### src/hw/rtl/mcpg_pkg.sv
// mcpg_pkg: shared types, codes and constants of the midi clock pulse generator
// used by mcpg_div, mcpg_ctrl and midi_clock_pulse_generator_top
package mcpg_pkg;

	// tick width and derived widths
	localparam int TICK_W = 32;
	localparam int LAST_W = TICK_W + 1;
	localparam int DSR_W = 22;
	localparam int STEP_W = $clog2(TICK_W);

	// field widths
	localparam int ACT_W = 3;
	localparam int KIND_W = 3;
	localparam int BEAT_W = 32;
	localparam int COUNT_W = 16;
	localparam int PPQ_W = 15;
	localparam int MODE_W = 2;
	localparam int SPW_W = 9;
	localparam int CFG_IDX_W = 2;
	localparam int CFG_DATA_W = 15;

	// ppqn/24 = (ppqn/8)/3, the /3 as multiply by 2731 and shift by 13
	localparam int X8_W = PPQ_W - 3;
	localparam int RECIP_W = 24;
	localparam int RECIP_SHIFT = 13;
	localparam logic [RECIP_W-1:0] RECIP3 = RECIP_W'(2731);
	localparam int CT_W = 11;
	localparam int PP16_W = PPQ_W - 2;

	// config register indexes
	localparam logic [CFG_IDX_W-1:0] CFG_PPQN = 2'd0;
	localparam logic [CFG_IDX_W-1:0] CFG_MODE = 2'd1;
	localparam logic [CFG_IDX_W-1:0] CFG_SPW = 2'd2;

	// config reset values
	localparam logic [PPQ_W-1:0] PPQN_RESET = 15'd192;
	localparam logic [MODE_W-1:0] MODE_RESET = 2'd0;
	localparam logic [SPW_W-1:0] SPW_RESET = 9'd64;

	// clock modes
	localparam logic [MODE_W-1:0] MODE_OFF = 2'd0;
	localparam logic [MODE_W-1:0] MODE_POSITION = 2'd1;
	localparam logic [MODE_W-1:0] MODE_MODULO = 2'd2;
	localparam logic [MODE_W-1:0] MODE_DISABLED = 2'd3;

	// action codes
	localparam logic [ACT_W-1:0] ACT_INIT = 3'd0;
	localparam logic [ACT_W-1:0] ACT_CONTINUE = 3'd1;
	localparam logic [ACT_W-1:0] ACT_START = 3'd2;
	localparam logic [ACT_W-1:0] ACT_STOP = 3'd3;
	localparam logic [ACT_W-1:0] ACT_CLOCK = 3'd4;

	// event kinds
	localparam logic [KIND_W-1:0] EV_NONE = 3'd0;
	localparam logic [KIND_W-1:0] EV_START = 3'd1;
	localparam logic [KIND_W-1:0] EV_CONTINUE = 3'd2;
	localparam logic [KIND_W-1:0] EV_STOP = 3'd3;
	localparam logic [KIND_W-1:0] EV_CLOCK = 3'd4;

	typedef struct packed {
		logic [ACT_W-1:0] action;
		logic [TICK_W-1:0] tick;
	} item_t;

	typedef struct packed {
		logic [KIND_W-1:0] event_kind;
		logic [BEAT_W-1:0] beat_position;
		logic [COUNT_W-1:0] pulse_count;
	} result_t;

	typedef struct packed {
		logic [PPQ_W-1:0] pulses_per_quarter;
		logic [MODE_W-1:0] clock_mode;
		logic [SPW_W-1:0] sixteenths_per_wrap;
	} cfg_t;

	typedef struct packed {
		logic start;
		logic [TICK_W-1:0] dividend;
		logic [DSR_W-1:0] divisor;
	} div_req_t;

	typedef struct packed {
		logic busy;
		logic done;
		logic [TICK_W-1:0] quotient;
		logic [DSR_W-1:0] remainder;
	} div_rsp_t;

	typedef enum logic [2:0] {
		ST_IDLE,
		ST_DIV_A_GO,
		ST_DIV_A,
		ST_DIV_B_GO,
		ST_DIV_B,
		ST_DONE
	} state_t;

	typedef enum logic [2:0] {
		OP_NONE,
		OP_CONT,
		OP_INIT_START,
		OP_START,
		OP_STOP,
		OP_CLOCK,
		OP_CLOCK_ZERO
	} op_t;

endpackage

### src/hw/rtl/mcpg_div.sv
// mcpg_div: shared radix-2 restoring divider, one quotient bit per cycle
// depends on mcpg_pkg
module mcpg_div (
	input  logic                clk,
	input  logic                arst_n,
	input  mcpg_pkg::div_req_t  req,
	output mcpg_pkg::div_rsp_t  rsp
);

	logic                                busy_q;
	logic                                done_q;
	logic [mcpg_pkg::STEP_W-1:0]         step_q;
	logic [mcpg_pkg::TICK_W-1:0]         dvd_q;
	logic [mcpg_pkg::DSR_W-1:0]          dsr_q;
	logic [mcpg_pkg::DSR_W-1:0]          rem_q;
	logic [mcpg_pkg::DSR_W:0]            trial;
	logic                                qbit;
	logic [mcpg_pkg::DSR_W-1:0]          rem_next;

	always_comb begin
		trial = {rem_q, dvd_q[mcpg_pkg::TICK_W-1]};
		qbit = trial >= {1'b0, dsr_q};
		if (qbit) begin
			rem_next = mcpg_pkg::DSR_W'(trial - {1'b0, dsr_q});
		end else begin
			rem_next = trial[mcpg_pkg::DSR_W-1:0];
		end
	end

	always_ff @(posedge clk or negedge arst_n) begin
		if (!arst_n) begin
			busy_q <= 1'b0;
			done_q <= 1'b0;
			step_q <= '0;
		end else begin
			done_q <= 1'b0;
			if (req.start) begin
				busy_q <= 1'b1;
				step_q <= '0;
			end else if (busy_q) begin
				step_q <= step_q + 1'b1;
				if (step_q == mcpg_pkg::STEP_W'(mcpg_pkg::TICK_W - 1)) begin
					busy_q <= 1'b0;
					done_q <= 1'b1;
				end
			end
		end
	end

	// quotient bits shift into the dividend register
	always_ff @(posedge clk) begin
		if (req.start) begin
			dvd_q <= req.dividend;
			dsr_q <= req.divisor;
			rem_q <= '0;
		end else if (busy_q) begin
			dvd_q <= {dvd_q[mcpg_pkg::TICK_W-2:0], qbit};
			rem_q <= rem_next;
		end
	end

	assign rsp.busy = busy_q;
	assign rsp.done = done_q;
	assign rsp.quotient = dvd_q;
	assign rsp.remainder = rem_q;

`ifndef SYNTH
	a_no_restart: assert property (@(posedge clk) disable iff (!arst_n)
		req.start |-> !busy_q)
		else $error("divider started while busy");
	a_done_pulse: assert property (@(posedge clk) disable iff (!arst_n)
		done_q |-> !busy_q)
		else $error("divider done while still stepping");
`endif

endmodule

### src/hw/rtl/mcpg_ctrl.sv
// mcpg_ctrl: sequencer, last clocked tick and result register
// depends on mcpg_pkg; drives the shared divider mcpg_div
module mcpg_ctrl (
	input  logic                clk,
	input  logic                arst_n,
	input  mcpg_pkg::cfg_t      cfg,
	input  logic                item_valid,
	output logic                item_stall,
	input  mcpg_pkg::item_t     item,
	output logic                result_valid,
	input  logic                result_stall,
	output mcpg_pkg::result_t   result,
	output mcpg_pkg::div_req_t  div_req,
	input  mcpg_pkg::div_rsp_t  div_rsp
);

	mcpg_pkg::state_t                    state_q;
	mcpg_pkg::state_t                    state_d;
	mcpg_pkg::op_t                       op_q;
	mcpg_pkg::op_t                       op_d;
	logic [mcpg_pkg::TICK_W-1:0]         tick_q;
	logic [mcpg_pkg::LAST_W-1:0]         last_q;
	logic [mcpg_pkg::TICK_W-1:0]         qa_q;
	logic [mcpg_pkg::DSR_W-1:0]          ra_q;
	logic [mcpg_pkg::DSR_W-1:0]          dsr_a_q;
	logic                                result_valid_q;
	mcpg_pkg::result_t                   result_q;

	logic                                clk_on;
	logic                                accept;
	logic                                write_res;
	logic [mcpg_pkg::PP16_W-1:0]         pp16;
	logic [mcpg_pkg::RECIP_W-1:0]        ct_prod;
	logic [mcpg_pkg::CT_W-1:0]           ct;
	logic [mcpg_pkg::SPW_W-1:0]          spw;
	logic [mcpg_pkg::DSR_W-1:0]          span;
	logic [mcpg_pkg::TICK_W-1:0]         base;
	logic [mcpg_pkg::LAST_W-1:0]         sum;
	logic [mcpg_pkg::LAST_W-1:0]         align_last;
	logic [mcpg_pkg::LAST_W-1:0]         count_raw;
	logic [mcpg_pkg::COUNT_W-1:0]        count;
	mcpg_pkg::result_t                   res_d;
	logic [mcpg_pkg::LAST_W-1:0]         last_d;

	// divisors, a zero divisor acts as one
	always_comb begin
		pp16 = cfg.pulses_per_quarter[mcpg_pkg::PPQ_W-1:2];
		if (pp16 == '0) begin
			pp16 = mcpg_pkg::PP16_W'(1);
		end
		ct_prod = mcpg_pkg::RECIP_W'(cfg.pulses_per_quarter[mcpg_pkg::PPQ_W-1:3])
			* mcpg_pkg::RECIP3;
		ct = ct_prod[mcpg_pkg::RECIP_SHIFT +: mcpg_pkg::CT_W];
		if (ct == '0) begin
			ct = mcpg_pkg::CT_W'(1);
		end
		spw = cfg.sixteenths_per_wrap;
		if (spw == '0) begin
			spw = mcpg_pkg::SPW_W'(1);
		end
		span = mcpg_pkg::DSR_W'(pp16) * mcpg_pkg::DSR_W'(spw);
	end

	assign clk_on = (cfg.clock_mode == mcpg_pkg::MODE_POSITION)
		|| (cfg.clock_mode == mcpg_pkg::MODE_MODULO);
	assign accept = item_valid && (state_q == mcpg_pkg::ST_IDLE);
	assign write_res = (state_q == mcpg_pkg::ST_DONE) && (!result_valid_q || !result_stall);

	// next state, op decode and divider requests
	always_comb begin
		state_d = state_q;
		op_d = op_q;
		div_req.start = 1'b0;
		div_req.dividend = tick_q;
		div_req.divisor = mcpg_pkg::DSR_W'(ct);
		case (state_q)
			mcpg_pkg::ST_IDLE: begin
				case (item.action)
					mcpg_pkg::ACT_INIT: begin
						if (cfg.clock_mode == mcpg_pkg::MODE_POSITION && item.tick != '0) begin
							op_d = mcpg_pkg::OP_CONT;
						end else if (cfg.clock_mode == mcpg_pkg::MODE_MODULO
							|| item.tick == '0) begin
							op_d = mcpg_pkg::OP_INIT_START;
						end else begin
							op_d = mcpg_pkg::OP_NONE;
						end
					end
					mcpg_pkg::ACT_CONTINUE: op_d = mcpg_pkg::OP_CONT;
					mcpg_pkg::ACT_START: op_d = mcpg_pkg::OP_START;
					mcpg_pkg::ACT_STOP: op_d = mcpg_pkg::OP_STOP;
					mcpg_pkg::ACT_CLOCK: begin
						if (!clk_on) begin
							op_d = mcpg_pkg::OP_NONE;
						end else if ($signed(last_q) < $signed({1'b0, item.tick})) begin
							op_d = mcpg_pkg::OP_CLOCK;
						end else begin
							op_d = mcpg_pkg::OP_CLOCK_ZERO;
						end
					end
					default: op_d = mcpg_pkg::OP_NONE;
				endcase
				if (!item_valid) begin
					op_d = op_q;
				end else if (op_d == mcpg_pkg::OP_CONT || op_d == mcpg_pkg::OP_INIT_START
					|| op_d == mcpg_pkg::OP_CLOCK) begin
					state_d = mcpg_pkg::ST_DIV_A_GO;
				end else begin
					state_d = mcpg_pkg::ST_DONE;
				end
			end
			mcpg_pkg::ST_DIV_A_GO: begin
				div_req.start = 1'b1;
				case (op_q)
					mcpg_pkg::OP_CONT: div_req.divisor = mcpg_pkg::DSR_W'(pp16);
					mcpg_pkg::OP_INIT_START: div_req.divisor = span;
					default: div_req.divisor = mcpg_pkg::DSR_W'(ct);
				endcase
				state_d = mcpg_pkg::ST_DIV_A;
			end
			mcpg_pkg::ST_DIV_A: begin
				if (div_rsp.done) begin
					if (op_q == mcpg_pkg::OP_CLOCK) begin
						state_d = mcpg_pkg::ST_DIV_B_GO;
					end else begin
						state_d = mcpg_pkg::ST_DONE;
					end
				end
			end
			mcpg_pkg::ST_DIV_B_GO: begin
				div_req.start = 1'b1;
				div_req.dividend = last_q[mcpg_pkg::TICK_W-1:0];
				state_d = mcpg_pkg::ST_DIV_B;
			end
			mcpg_pkg::ST_DIV_B: begin
				if (div_rsp.done) begin
					state_d = mcpg_pkg::ST_DONE;
				end
			end
			mcpg_pkg::ST_DONE: begin
				if (write_res) begin
					state_d = mcpg_pkg::ST_IDLE;
				end
			end
			default: state_d = mcpg_pkg::ST_IDLE;
		endcase
	end

	// alignment: round up to the first divisor (sixteenth or span), minus one, saturating at the top tick
	always_comb begin
		base = tick_q - mcpg_pkg::TICK_W'(ra_q);
		sum = {1'b0, base} + mcpg_pkg::LAST_W'(dsr_a_q);
		if (ra_q == '0) begin
			align_last = {1'b0, tick_q} - mcpg_pkg::LAST_W'(1);
		end else if (sum[mcpg_pkg::TICK_W]) begin
			align_last = {1'b0, {mcpg_pkg::TICK_W{1'b1}}};
		end else begin
			align_last = sum - mcpg_pkg::LAST_W'(1);
		end
	end

	// pulse count: floor(tick/ct) minus floor(last/ct), or plus one from -1
	always_comb begin
		if (&last_q) begin
			count_raw = {1'b0, qa_q} + mcpg_pkg::LAST_W'(1);
		end else begin
			count_raw = {1'b0, qa_q} - {1'b0, div_rsp.quotient};
		end
		if (count_raw > mcpg_pkg::LAST_W'({mcpg_pkg::COUNT_W{1'b1}})) begin
			count = '1;
		end else begin
			count = count_raw[mcpg_pkg::COUNT_W-1:0];
		end
	end

	// result and new last tick per op
	always_comb begin
		res_d.event_kind = mcpg_pkg::EV_NONE;
		res_d.beat_position = '0;
		res_d.pulse_count = '0;
		last_d = last_q;
		case (op_q)
			mcpg_pkg::OP_CONT: begin
				last_d = align_last;
				if (clk_on) begin
					res_d.event_kind = mcpg_pkg::EV_CONTINUE;
					res_d.beat_position = mcpg_pkg::BEAT_W'(qa_q);
				end
			end
			mcpg_pkg::OP_INIT_START: begin
				last_d = align_last;
				if (clk_on) begin
					res_d.event_kind = mcpg_pkg::EV_START;
				end
			end
			mcpg_pkg::OP_START: begin
				last_d = '1;
				if (clk_on) begin
					res_d.event_kind = mcpg_pkg::EV_START;
				end
			end
			mcpg_pkg::OP_STOP: begin
				last_d = '1;
				if (cfg.clock_mode != mcpg_pkg::MODE_OFF) begin
					res_d.event_kind = mcpg_pkg::EV_STOP;
				end
			end
			mcpg_pkg::OP_CLOCK: begin
				last_d = {1'b0, tick_q};
				res_d.event_kind = mcpg_pkg::EV_CLOCK;
				res_d.pulse_count = count;
			end
			mcpg_pkg::OP_CLOCK_ZERO: res_d.event_kind = mcpg_pkg::EV_CLOCK;
			default: res_d.event_kind = mcpg_pkg::EV_NONE;
		endcase
	end

	always_ff @(posedge clk or negedge arst_n) begin
		if (!arst_n) begin
			state_q <= mcpg_pkg::ST_IDLE;
			op_q <= mcpg_pkg::OP_NONE;
			last_q <= '0;
			result_valid_q <= 1'b0;
		end else begin
			state_q <= state_d;
			op_q <= op_d;
			if (write_res) begin
				last_q <= last_d;
				result_valid_q <= 1'b1;
			end else if (!result_stall) begin
				result_valid_q <= 1'b0;
			end
		end
	end

	always_ff @(posedge clk) begin
		if (accept) begin
			tick_q <= item.tick;
		end
		if (state_q == mcpg_pkg::ST_DIV_A_GO) begin
			dsr_a_q <= div_req.divisor;
		end
		if (state_q == mcpg_pkg::ST_DIV_A && div_rsp.done) begin
			qa_q <= div_rsp.quotient;
			ra_q <= div_rsp.remainder;
		end
		if (write_res) begin
			result_q <= res_d;
		end
	end

	assign item_stall = state_q != mcpg_pkg::ST_IDLE;
	assign result_valid = result_valid_q;
	assign result = result_q;

`ifndef SYNTH
	a_done_in_wait: assert property (@(posedge clk) disable iff (!arst_n)
		div_rsp.done |-> (state_q == mcpg_pkg::ST_DIV_A || state_q == mcpg_pkg::ST_DIV_B))
		else $error("divider result outside a wait state");
	a_last_range: assert property (@(posedge clk) disable iff (!arst_n)
		!last_q[mcpg_pkg::TICK_W] || (&last_q))
		else $error("last clocked tick below -1");
	a_leave_idle: assert property (@(posedge clk) disable iff (!arst_n)
		accept |=> (state_q != mcpg_pkg::ST_IDLE))
		else $error("accepted transaction did not leave idle");
`endif

endmodule

### src/hw/rtl/midi_clock_pulse_generator_top.sv
// midi_clock_pulse_generator_top: config registers, sequencer and shared divider
// depends on mcpg_pkg, mcpg_div and mcpg_ctrl
//
// turns sequencer transport and clock transactions into midi clock events
// item channel: item_valid/item_stall with payload item (action, tick)
// result channel: result_valid/result_stall with payload result
//   (event_kind, beat_position, pulse_count); exactly one result per item
// config: cfg_write with cfg_index/cfg_data, one register per write,
//   writes only while the block is idle (a rule for the user, not enforced), unknown indexes are ignored
// one item at a time: item_stall is high from acceptance until the result
//   is loaded into the output register
// start, stop, init without alignment and clock with no progress go from
//   idle straight to the final state, without a division
// continue and init with alignment need one division
// clock with progress needs two divisions
// each division runs on the shared radix-2 divider, 32 steps per division
// the output register lets the next item be accepted while a result waits;
//   a held result stalls the sequencer in its final state until taken
// reset: config returns to 192 ppqn, mode off, 64 sixteenths per wrap;
//   last clocked tick clears to zero and no result is pending
module midi_clock_pulse_generator_top (
	input  logic                                 clk,
	input  logic                                 arst_n,
	input  logic                                 cfg_write,
	input  logic [mcpg_pkg::CFG_IDX_W-1:0]       cfg_index,
	input  logic [mcpg_pkg::CFG_DATA_W-1:0]      cfg_data,
	input  logic                                 item_valid,
	output logic                                 item_stall,
	input  mcpg_pkg::item_t                      item,
	output logic                                 result_valid,
	input  logic                                 result_stall,
	output mcpg_pkg::result_t                    result
);

	mcpg_pkg::cfg_t      cfg_q;
	mcpg_pkg::div_req_t  div_req;
	mcpg_pkg::div_rsp_t  div_rsp;

	// config register file, write only
	always_ff @(posedge clk or negedge arst_n) begin
		if (!arst_n) begin
			cfg_q.pulses_per_quarter <= mcpg_pkg::PPQN_RESET;
			cfg_q.clock_mode <= mcpg_pkg::MODE_RESET;
			cfg_q.sixteenths_per_wrap <= mcpg_pkg::SPW_RESET;
		end else if (cfg_write) begin
			case (cfg_index)
				mcpg_pkg::CFG_PPQN: cfg_q.pulses_per_quarter <= cfg_data;
				mcpg_pkg::CFG_MODE: cfg_q.clock_mode <= cfg_data[mcpg_pkg::MODE_W-1:0];
				mcpg_pkg::CFG_SPW: cfg_q.sixteenths_per_wrap <= cfg_data[mcpg_pkg::SPW_W-1:0];
				default: cfg_q <= cfg_q;
			endcase
		end
	end

	// sequencer with last tick state and output register
	mcpg_ctrl u_ctrl (
		.clk          (clk),
		.arst_n       (arst_n),
		.cfg          (cfg_q),
		.item_valid   (item_valid),
		.item_stall   (item_stall),
		.item         (item),
		.result_valid (result_valid),
		.result_stall (result_stall),
		.result       (result),
		.div_req      (div_req),
		.div_rsp      (div_rsp)
	);

	// shared divider for beat position, alignment and pulse counts
	mcpg_div u_div (
		.clk    (clk),
		.arst_n (arst_n),
		.req    (div_req),
		.rsp    (div_rsp)
	);

endmodule
### config.mk
export PLATFORM = sky130hd
export DESIGN_NAME = midi_clock_pulse_generator_top
export DESIGN_NICKNAME = d
export VERILOG_FILES = /design/src/hw/rtl/mcpg_pkg.sv /design/src/hw/rtl/mcpg_div.sv /design/src/hw/rtl/mcpg_ctrl.sv /design/src/hw/rtl/midi_clock_pulse_generator_top.sv
export SDC_FILE = /design/constraint.sdc
export NUM_CORES = 1
export LEC_CHECK = 0
export ABC_AREA = 1
export ABC_CLOCK_PERIOD_IN_PS = 7300
export BUFFER_PORTS_ARGS = -buffer_cell sky130_fd_sc_hd__buf_2
export CAP_MARGIN = 30
export CORE_UTILIZATION = 60
export CTS_BUF_LIST = sky130_fd_sc_hd__clkbuf_16
export DETAILED_ROUTE_END_ITERATION = 12
export HOLD_SLACK_MARGIN = 0.02
export PLACE_DENSITY = 0.85
export SYNTH_ARGS = -nofsm -noshare
export SYNTH_HDL_FRONTEND = slang
export SYNTH_SLANG_ARGS = --single-unit
### constraint.sdc
create_clock -name clk -period 7.3 [get_ports clk]
set_input_delay 0.365 -clock clk [delete_from_list [all_inputs] [get_ports clk]]
set_output_delay 0.365 -clock clk [all_outputs]
set_load 0.05 [all_outputs]
==> reports/metrics.csv, run 1 <==
metric;value;unit
status;finished clean;
CP Launch Point;cfg_q[25];
Place WS;831;ps
RSZ-0062 raised after global routing;false;
R2R Path Start;cfg_q[25];
clock buffer depth;3;
H-tree Lvls;2;
length in cells of the worst reg-to-reg path;23;
routed via count;27000;
post-synthesis sequential area ratio;29.7;%
final hold violations;0;
DP HPWL;70.5;mm
hold buffer count at CTS;33;
Async SR Flop Fraction;23.2;%
f_max;151;MHz
Tcrit/Tclk final;90.7;%
number of synthesized flops with an enable pin;213;
Initial DRC Count;3179;
CTS tree;done;
Crit Path Class;reg -> reg;
Slew Limit Fails;0;
Hold Path Origin;result_stall;
die area;0.0493;mm^2
TritonRoute pass-1 iters;6;
Post-DRT Antenna Nets;0;
postcts setup bufs;0;
Synth Cell Area;0.0290;mm^2
Die W;222;um
area of the multi-input gates;0.0172;mm^2
Placer Congestion;1.05;
placed cell count;4484;
Unique masters post-synth;70;
pin count of the biggest net entering global routing;55;
WHS Path Cells;3;
GRT overflow;0;
Clock Skews;41.8;ps
Yosys reg bits;306;
post-cts sizing count;0;
Sink Count;306;
nets;4383;
Main synth FF type;edfxtp_1;
register area;0.00862;mm^2
slowest CP cell;dfrtp_1;
mean post-synth cell area;7.62;um^2
max-cap violations;0;
max incr delay on CP;720;ps
mean routed wirelength per cell;19.3;um
io pins;110;
row cnt;80;
via/cell ratio;5.89;
final wirelength;88.7;mm
Worst Path Max Fanout;14;
WP data required;7680;ps
layout cells sized above 1;8.85;%
Worst Hold Class;in -> reg;
Synth Net Count;4251;
CTS Root Buffer Type;clkbuf_16;
vias in the first global route;25300;
Slew HR;27.2;%
Layout Area Growth over Synthesis;9.60;%
Top cell by count, worst path;inv_1;
crit end category;flop;
Global Route Usage Sum;35.9;%
Initial Util;60.8;%
clock-pin slew on the worst setup and hold paths;60;ps
final cell count without fillers;4584;
DIE HEIGHT;222;um
Final setup viols;0;
first-pass GRT wire length;138;mm
final worst slack;678;ps
Yosys warnings;0;
initial antenna violation count;3;
crit path DAT;7000;ps
port buffer count;109;
Clock Latency Late Sink;580;ps
actual slew at the worst max-slew pin;1090;ps
Core ar.;0.0477;mm^2
Syn Inst Count;3808;
Post-route DRC;0;
minimum clock period after layout;6620;ps
Setup TNS Final;0;ps
FILL cells;3910;
Setup crit start kind;flop;
CTS Buf Count;35;
worst path cell trace;inv_1 > nand4_1 > inv_1 > nor2_1 > inv_1 > nor2_1 > fa_1 > fa_1 > fa_1 > inv_1 > fa_1 > inv_1 > ha_1 > inv_1 > nor3_1 > nand3_1 > o2111ai_1 > a211oi_1 > nor2_1 > a21oi_1 > o21ai_0 > o21ai_0 > a21oi_1;
layer usage:
layer | vias to the layer above | track usage, % | wire (um)
met5 | - | 0 | 13
met2 | 1559 | 54.5 | 37800
met3 | 254 | 8.31 | 11000
li1 | 12700 | - | -
met4 | 2 | 13.7 | 3570
met1 | 12500 | 50.0 | 36300
worst paths after layout:
check | slack (ps) | to
min | 70 | u_ctrl.result_valid
max | 680 | u_div.dsr_q[20]
min in group asynchronous | 280 | u_ctrl.op_q[1]
max in group asynchronous | 6000 | cfg_q[23]
max reg2reg | 680 | u_div.dsr_q[20]
min reg2reg | 450 | u_ctrl.qa_q[29]
area by class of cell:
| class | instances | share of cell area, % |
|---|---|---|
| multi-input cells | 2668 | 54.2 |
| flip-flops and latches | 306 | 27.1 |
| diodes | 3 | 0.0236 |
| repair buffers | 162 | 3.30 |
| clock buffers | 35 | 2.75 |
| clock inverters | 28 | 1.14 |
| well taps | 615 | 2.42 |
| inverters | 767 | 9.06 |
sequential cells by signal, indices dropped and copies added, names as in the netlist, 5 cells and up:
name,count
cfg_q,24
u_ctrl.dsr_a_q,22
u_ctrl.last_q,33
u_ctrl.qa_q,32
u_ctrl.ra_q,22
u_ctrl.result,51
u_ctrl.tick_q,32
u_div.dsr_q,22
u_div.dvd_q,32
u_div.rem_q,22
u_div.step_q,5
cells in the final DEF (no fill, tap or decap), drive strengths merged, types with 83 or more instances in the layout:
cell type  synthesis  layout
a21oi            257     257
buf               21     129
edfxtp           213     213
fa               122     122
ha               264     264
inv              762     767
nand2            840     840
nand3            172     172
nand4             83      83
nor2             391     391
o21ai            174     174
worst max-delay path: cells and delay by family, from the launching register on:
| family | cells | cell delay, ps |
|---|---|---|
| and+or+nand+nor | 6 | 1460 |
| adders and majority gates | 5 | 2400 |
| buffers and inverters | 6 | 900 |
| DFF | 1 | 720 |
| AOI/OAI and AO/OA | 6 | 960 |
metrics by stage:
| stage | cell area [um^2] | util (%) | hold WS (ps) |
|---|---|---|---|
| after global routing | 31800 | 66.6 | 87.3 |
| after global placement | 30200 | 63.3 | 350 |
| after CTS | 31800 | 66.6 | 60.9 |
| after floorplan | 29000 | - | 69.4 |
| after detailed placement | 30200 | 63.3 | 345 |
| final | 31800 | 66.6 | 67.9 |
cells by family (layout without fill, tap and decap cells):
family	count (synthesis)	after routing	synth area share, %
adders and majority gates	386	386	19.8
AOI/OAI and AO/OA	583	583	11.8
DFF	306	306	29.7
buffers and inverters	834	992	11.0
xor gates and xnor gates	104	104	3.14
and+or+nand+nor	1595	1595	24.6
other	0	3	0
synth_stat cells, types with 42 or more instances:
master	count	area share, %
nor3_1	52	0.90
inv_1	738	9.5
edfxtp_1	213	22
xor2_1	70	2.1
dfrtp_1	68	5.9
nor2_1	345	4.5
nand2_1	797	10
nand4_1	81	1.7
clkbuf_1	46	0.59
o21ai_0	162	2.8
a21oi_1	246	4.2
ha_1	264	11
nand3_1	158	2.7
o221ai_1	42	1.3
fa_1	122	8.4
Power of run 1 is not shown: default switching activity piles up to over one toggle a cycle in this logic, so the estimate is an artifact.
==> inputs of run 2 (changes only) <==
ABC_CLOCK_PERIOD_IN_PS = 7500   (was 7300)
clock period = 7.5 ns   (was 7.3 ns; I/O delays follow)
==> reports/metrics.csv, run 2 (same netlist as run 1, synthesis figures left out) <==
metric;value;unit;change
pin count of the biggest net entering global routing;72;;was 55
nets;4381;;was 4383
Post-route DRC;0;;unchanged
max-cap violations;0;;unchanged
worst path cell trace;inv_1 > nand4_1 > inv_1 > nor2_1 > inv_1 > nor2_1 > fa_1 > fa_1 > fa_1 > inv_1 > fa_1 > inv_1 > ha_1 > inv_1 > nor3_1 > nand3_1 > o2111ai_1 > a211oi_1 > nor2_1 > a21oi_1 > o21ai_0 > o21ai_0 > a21oi_1;;unchanged
slowest CP cell;dfrtp_1;;unchanged
TritonRoute pass-1 iters;8;;was 6
Placer Congestion;1.06;;was 1.05
routed via count;27000;;about the same
postcts setup bufs;0;;unchanged
Clock Latency Late Sink;560;ps;was 580 ps
status;finished clean;;unchanged
DIE HEIGHT;222;um;unchanged
io pins;110;;unchanged
WP data required;7870;ps;was 7680 ps
Tcrit/Tclk final;85.9;%;was 90.7%
clock buffer depth;3;;unchanged
number of flip-flops in the largest register;51;;unchanged
Die W;222;um;unchanged
Initial Util;60.8;%;unchanged
fin area;0.0318;mm^2;about the same
Sink Count;306;;unchanged
row cnt;80;;unchanged
RSZ-0062 raised after global routing;false;;unchanged
Clock Skews;21.8;ps;was 41.8 ps
Crit Path Class;reg -> reg;;unchanged
Slew HR;27.4;%;was 27.2%
crit end category;flop;;unchanged
Core ar.;0.0477;mm^2;unchanged
Setup TNS Final;0;ps;unchanged
CTS Root Buffer Type;clkbuf_16;;unchanged
mean routed wirelength per cell;19.4;um;was 19.3 um
Top cell by count, worst path;inv_1;;unchanged
DP HPWL;70.2;mm;was 70.5 mm
area of the multi-input gates;0.0172;mm^2;unchanged
Final setup viols;0;;unchanged
crit path DAT;6820;ps;was 7000 ps
max incr delay on CP;710;ps;was 720 ps
Layout Area Growth over Synthesis;9.58;%;was 9.60%
most frequent cells in the layout;nand2_1 (797), inv_1 (740), nor2_1 (340);;unchanged
via/cell ratio;5.89;;about the same
CTS tree;done;;unchanged
post-cts sizing count;0;;unchanged
Slew Limit Fails;0;;unchanged
Global Route Usage Sum;36.1;%;was 35.9%
die area;0.0493;mm^2;unchanged
GRT overflow;0;;unchanged
Worst Hold Class;in -> reg;;unchanged
port buffer count;109;;unchanged
final wirelength;88.8;mm;was 88.7 mm
clock-pin slew on the worst setup and hold paths;60;ps;about the same
Setup crit start kind;flop;;unchanged
most common cell after layout, fill and taps aside;nand2_1;;unchanged
CTS Buf Count;35;;unchanged
Initial DRC Count;3136;;was 3179
layout cells sized above 1;8.91;%;was 8.85%
Cell Area, Placed;0.0302;mm^2;about the same
initial antenna violation count;9;;was 3
Post-DRT Antenna Nets;0;;unchanged
Worst Path Max Fanout;14;;unchanged
vias in the first global route;25700;;was 25300
first-pass GRT wire length;139;mm;was 138 mm
register area;0.00862;mm^2;unchanged
f_max;155;MHz;was 151 MHz
actual slew at the worst max-slew pin;1070;ps;was 1090 ps
minimum clock period after layout;6440;ps;was 6620 ps
FILL cells;3968;;was 3910
H-tree Lvls;2;;unchanged
final hold violations;0;;unchanged
-- run 2: final timing paths --
check / start / to / slack (ps) / cells after the start
min in group asynchronous: arst_n / u_div.done_q / 170 / 2
hold reg to reg: u_div.dvd_q[29] / u_ctrl.qa_q[29] / 450 / 0
hold / removal: item[8] / u_ctrl.tick_q[8] / 40 / 1
max in group asynchronous: arst_n / u_div.step_q[4] / 6150 / 3
setup / recovery: cfg_q[25] / u_ctrl.dsr_a_q[20] / 1060 / 23
setup reg to reg: cfg_q[25] / u_ctrl.dsr_a_q[20] / 1060 / 23
-- run 2: metal layers --
| layer | share of wire, % | global-route usage (%) | routed length, um | vias to the layer above |
|---|---|---|---|---|
| li1 | - | - | - | 12700 |
| met1 | 41 | 50.4 | 36400 | 12500 |
| met2 | 43 | 55.2 | 38400 | 1578 |
| met3 | 12 | 8.51 | 11000 | 236 |
| met4 | 3.3 | 12.1 | 2950 | 8 |
| met5 | 0.054 | 0 | 48 | - |
-- run 2: final cells by class --
type	instances	area share, %
diodes	5	0.0393
clock buffers	36	2.83
clock inverters	27	1.05
inverters	767	9.06
multi-input cells	2668	54.2
flip-flops and latches	306	27.1
well taps	615	2.42
repair buffers	160	3.27
-- run 2: timing repair --
item	in CTS	in global routing
endpoints found under the hold margin	38	0
setup endpoints to repair	0	0
hold buffers	31	0
-- run 2: worst max-delay path, delay by kind of cell, from the launching register on --
kind,cells,cell delay (ps)
compound gates,6,830
simple gates,6,1490
flops,1,710
buf+inv,6,860
fa+ha+maj,5,2360
-- run 2: metrics by stage --
step           std cells  utilization (%)  hold WS, ps  setup slack, ps
2_1_floorplan       3808                -         79.4             1880
6_report            4584             66.6         44.1             1060
3_5_place_dp        4483             63.3          205             1170
3_3_place_gp        4482             63.2          204             1400
4_1_cts             4577             66.5         22.7             1170
5_1_grt             4579             66.6         44.9              646
Power of run 2 is left out for the same reason.
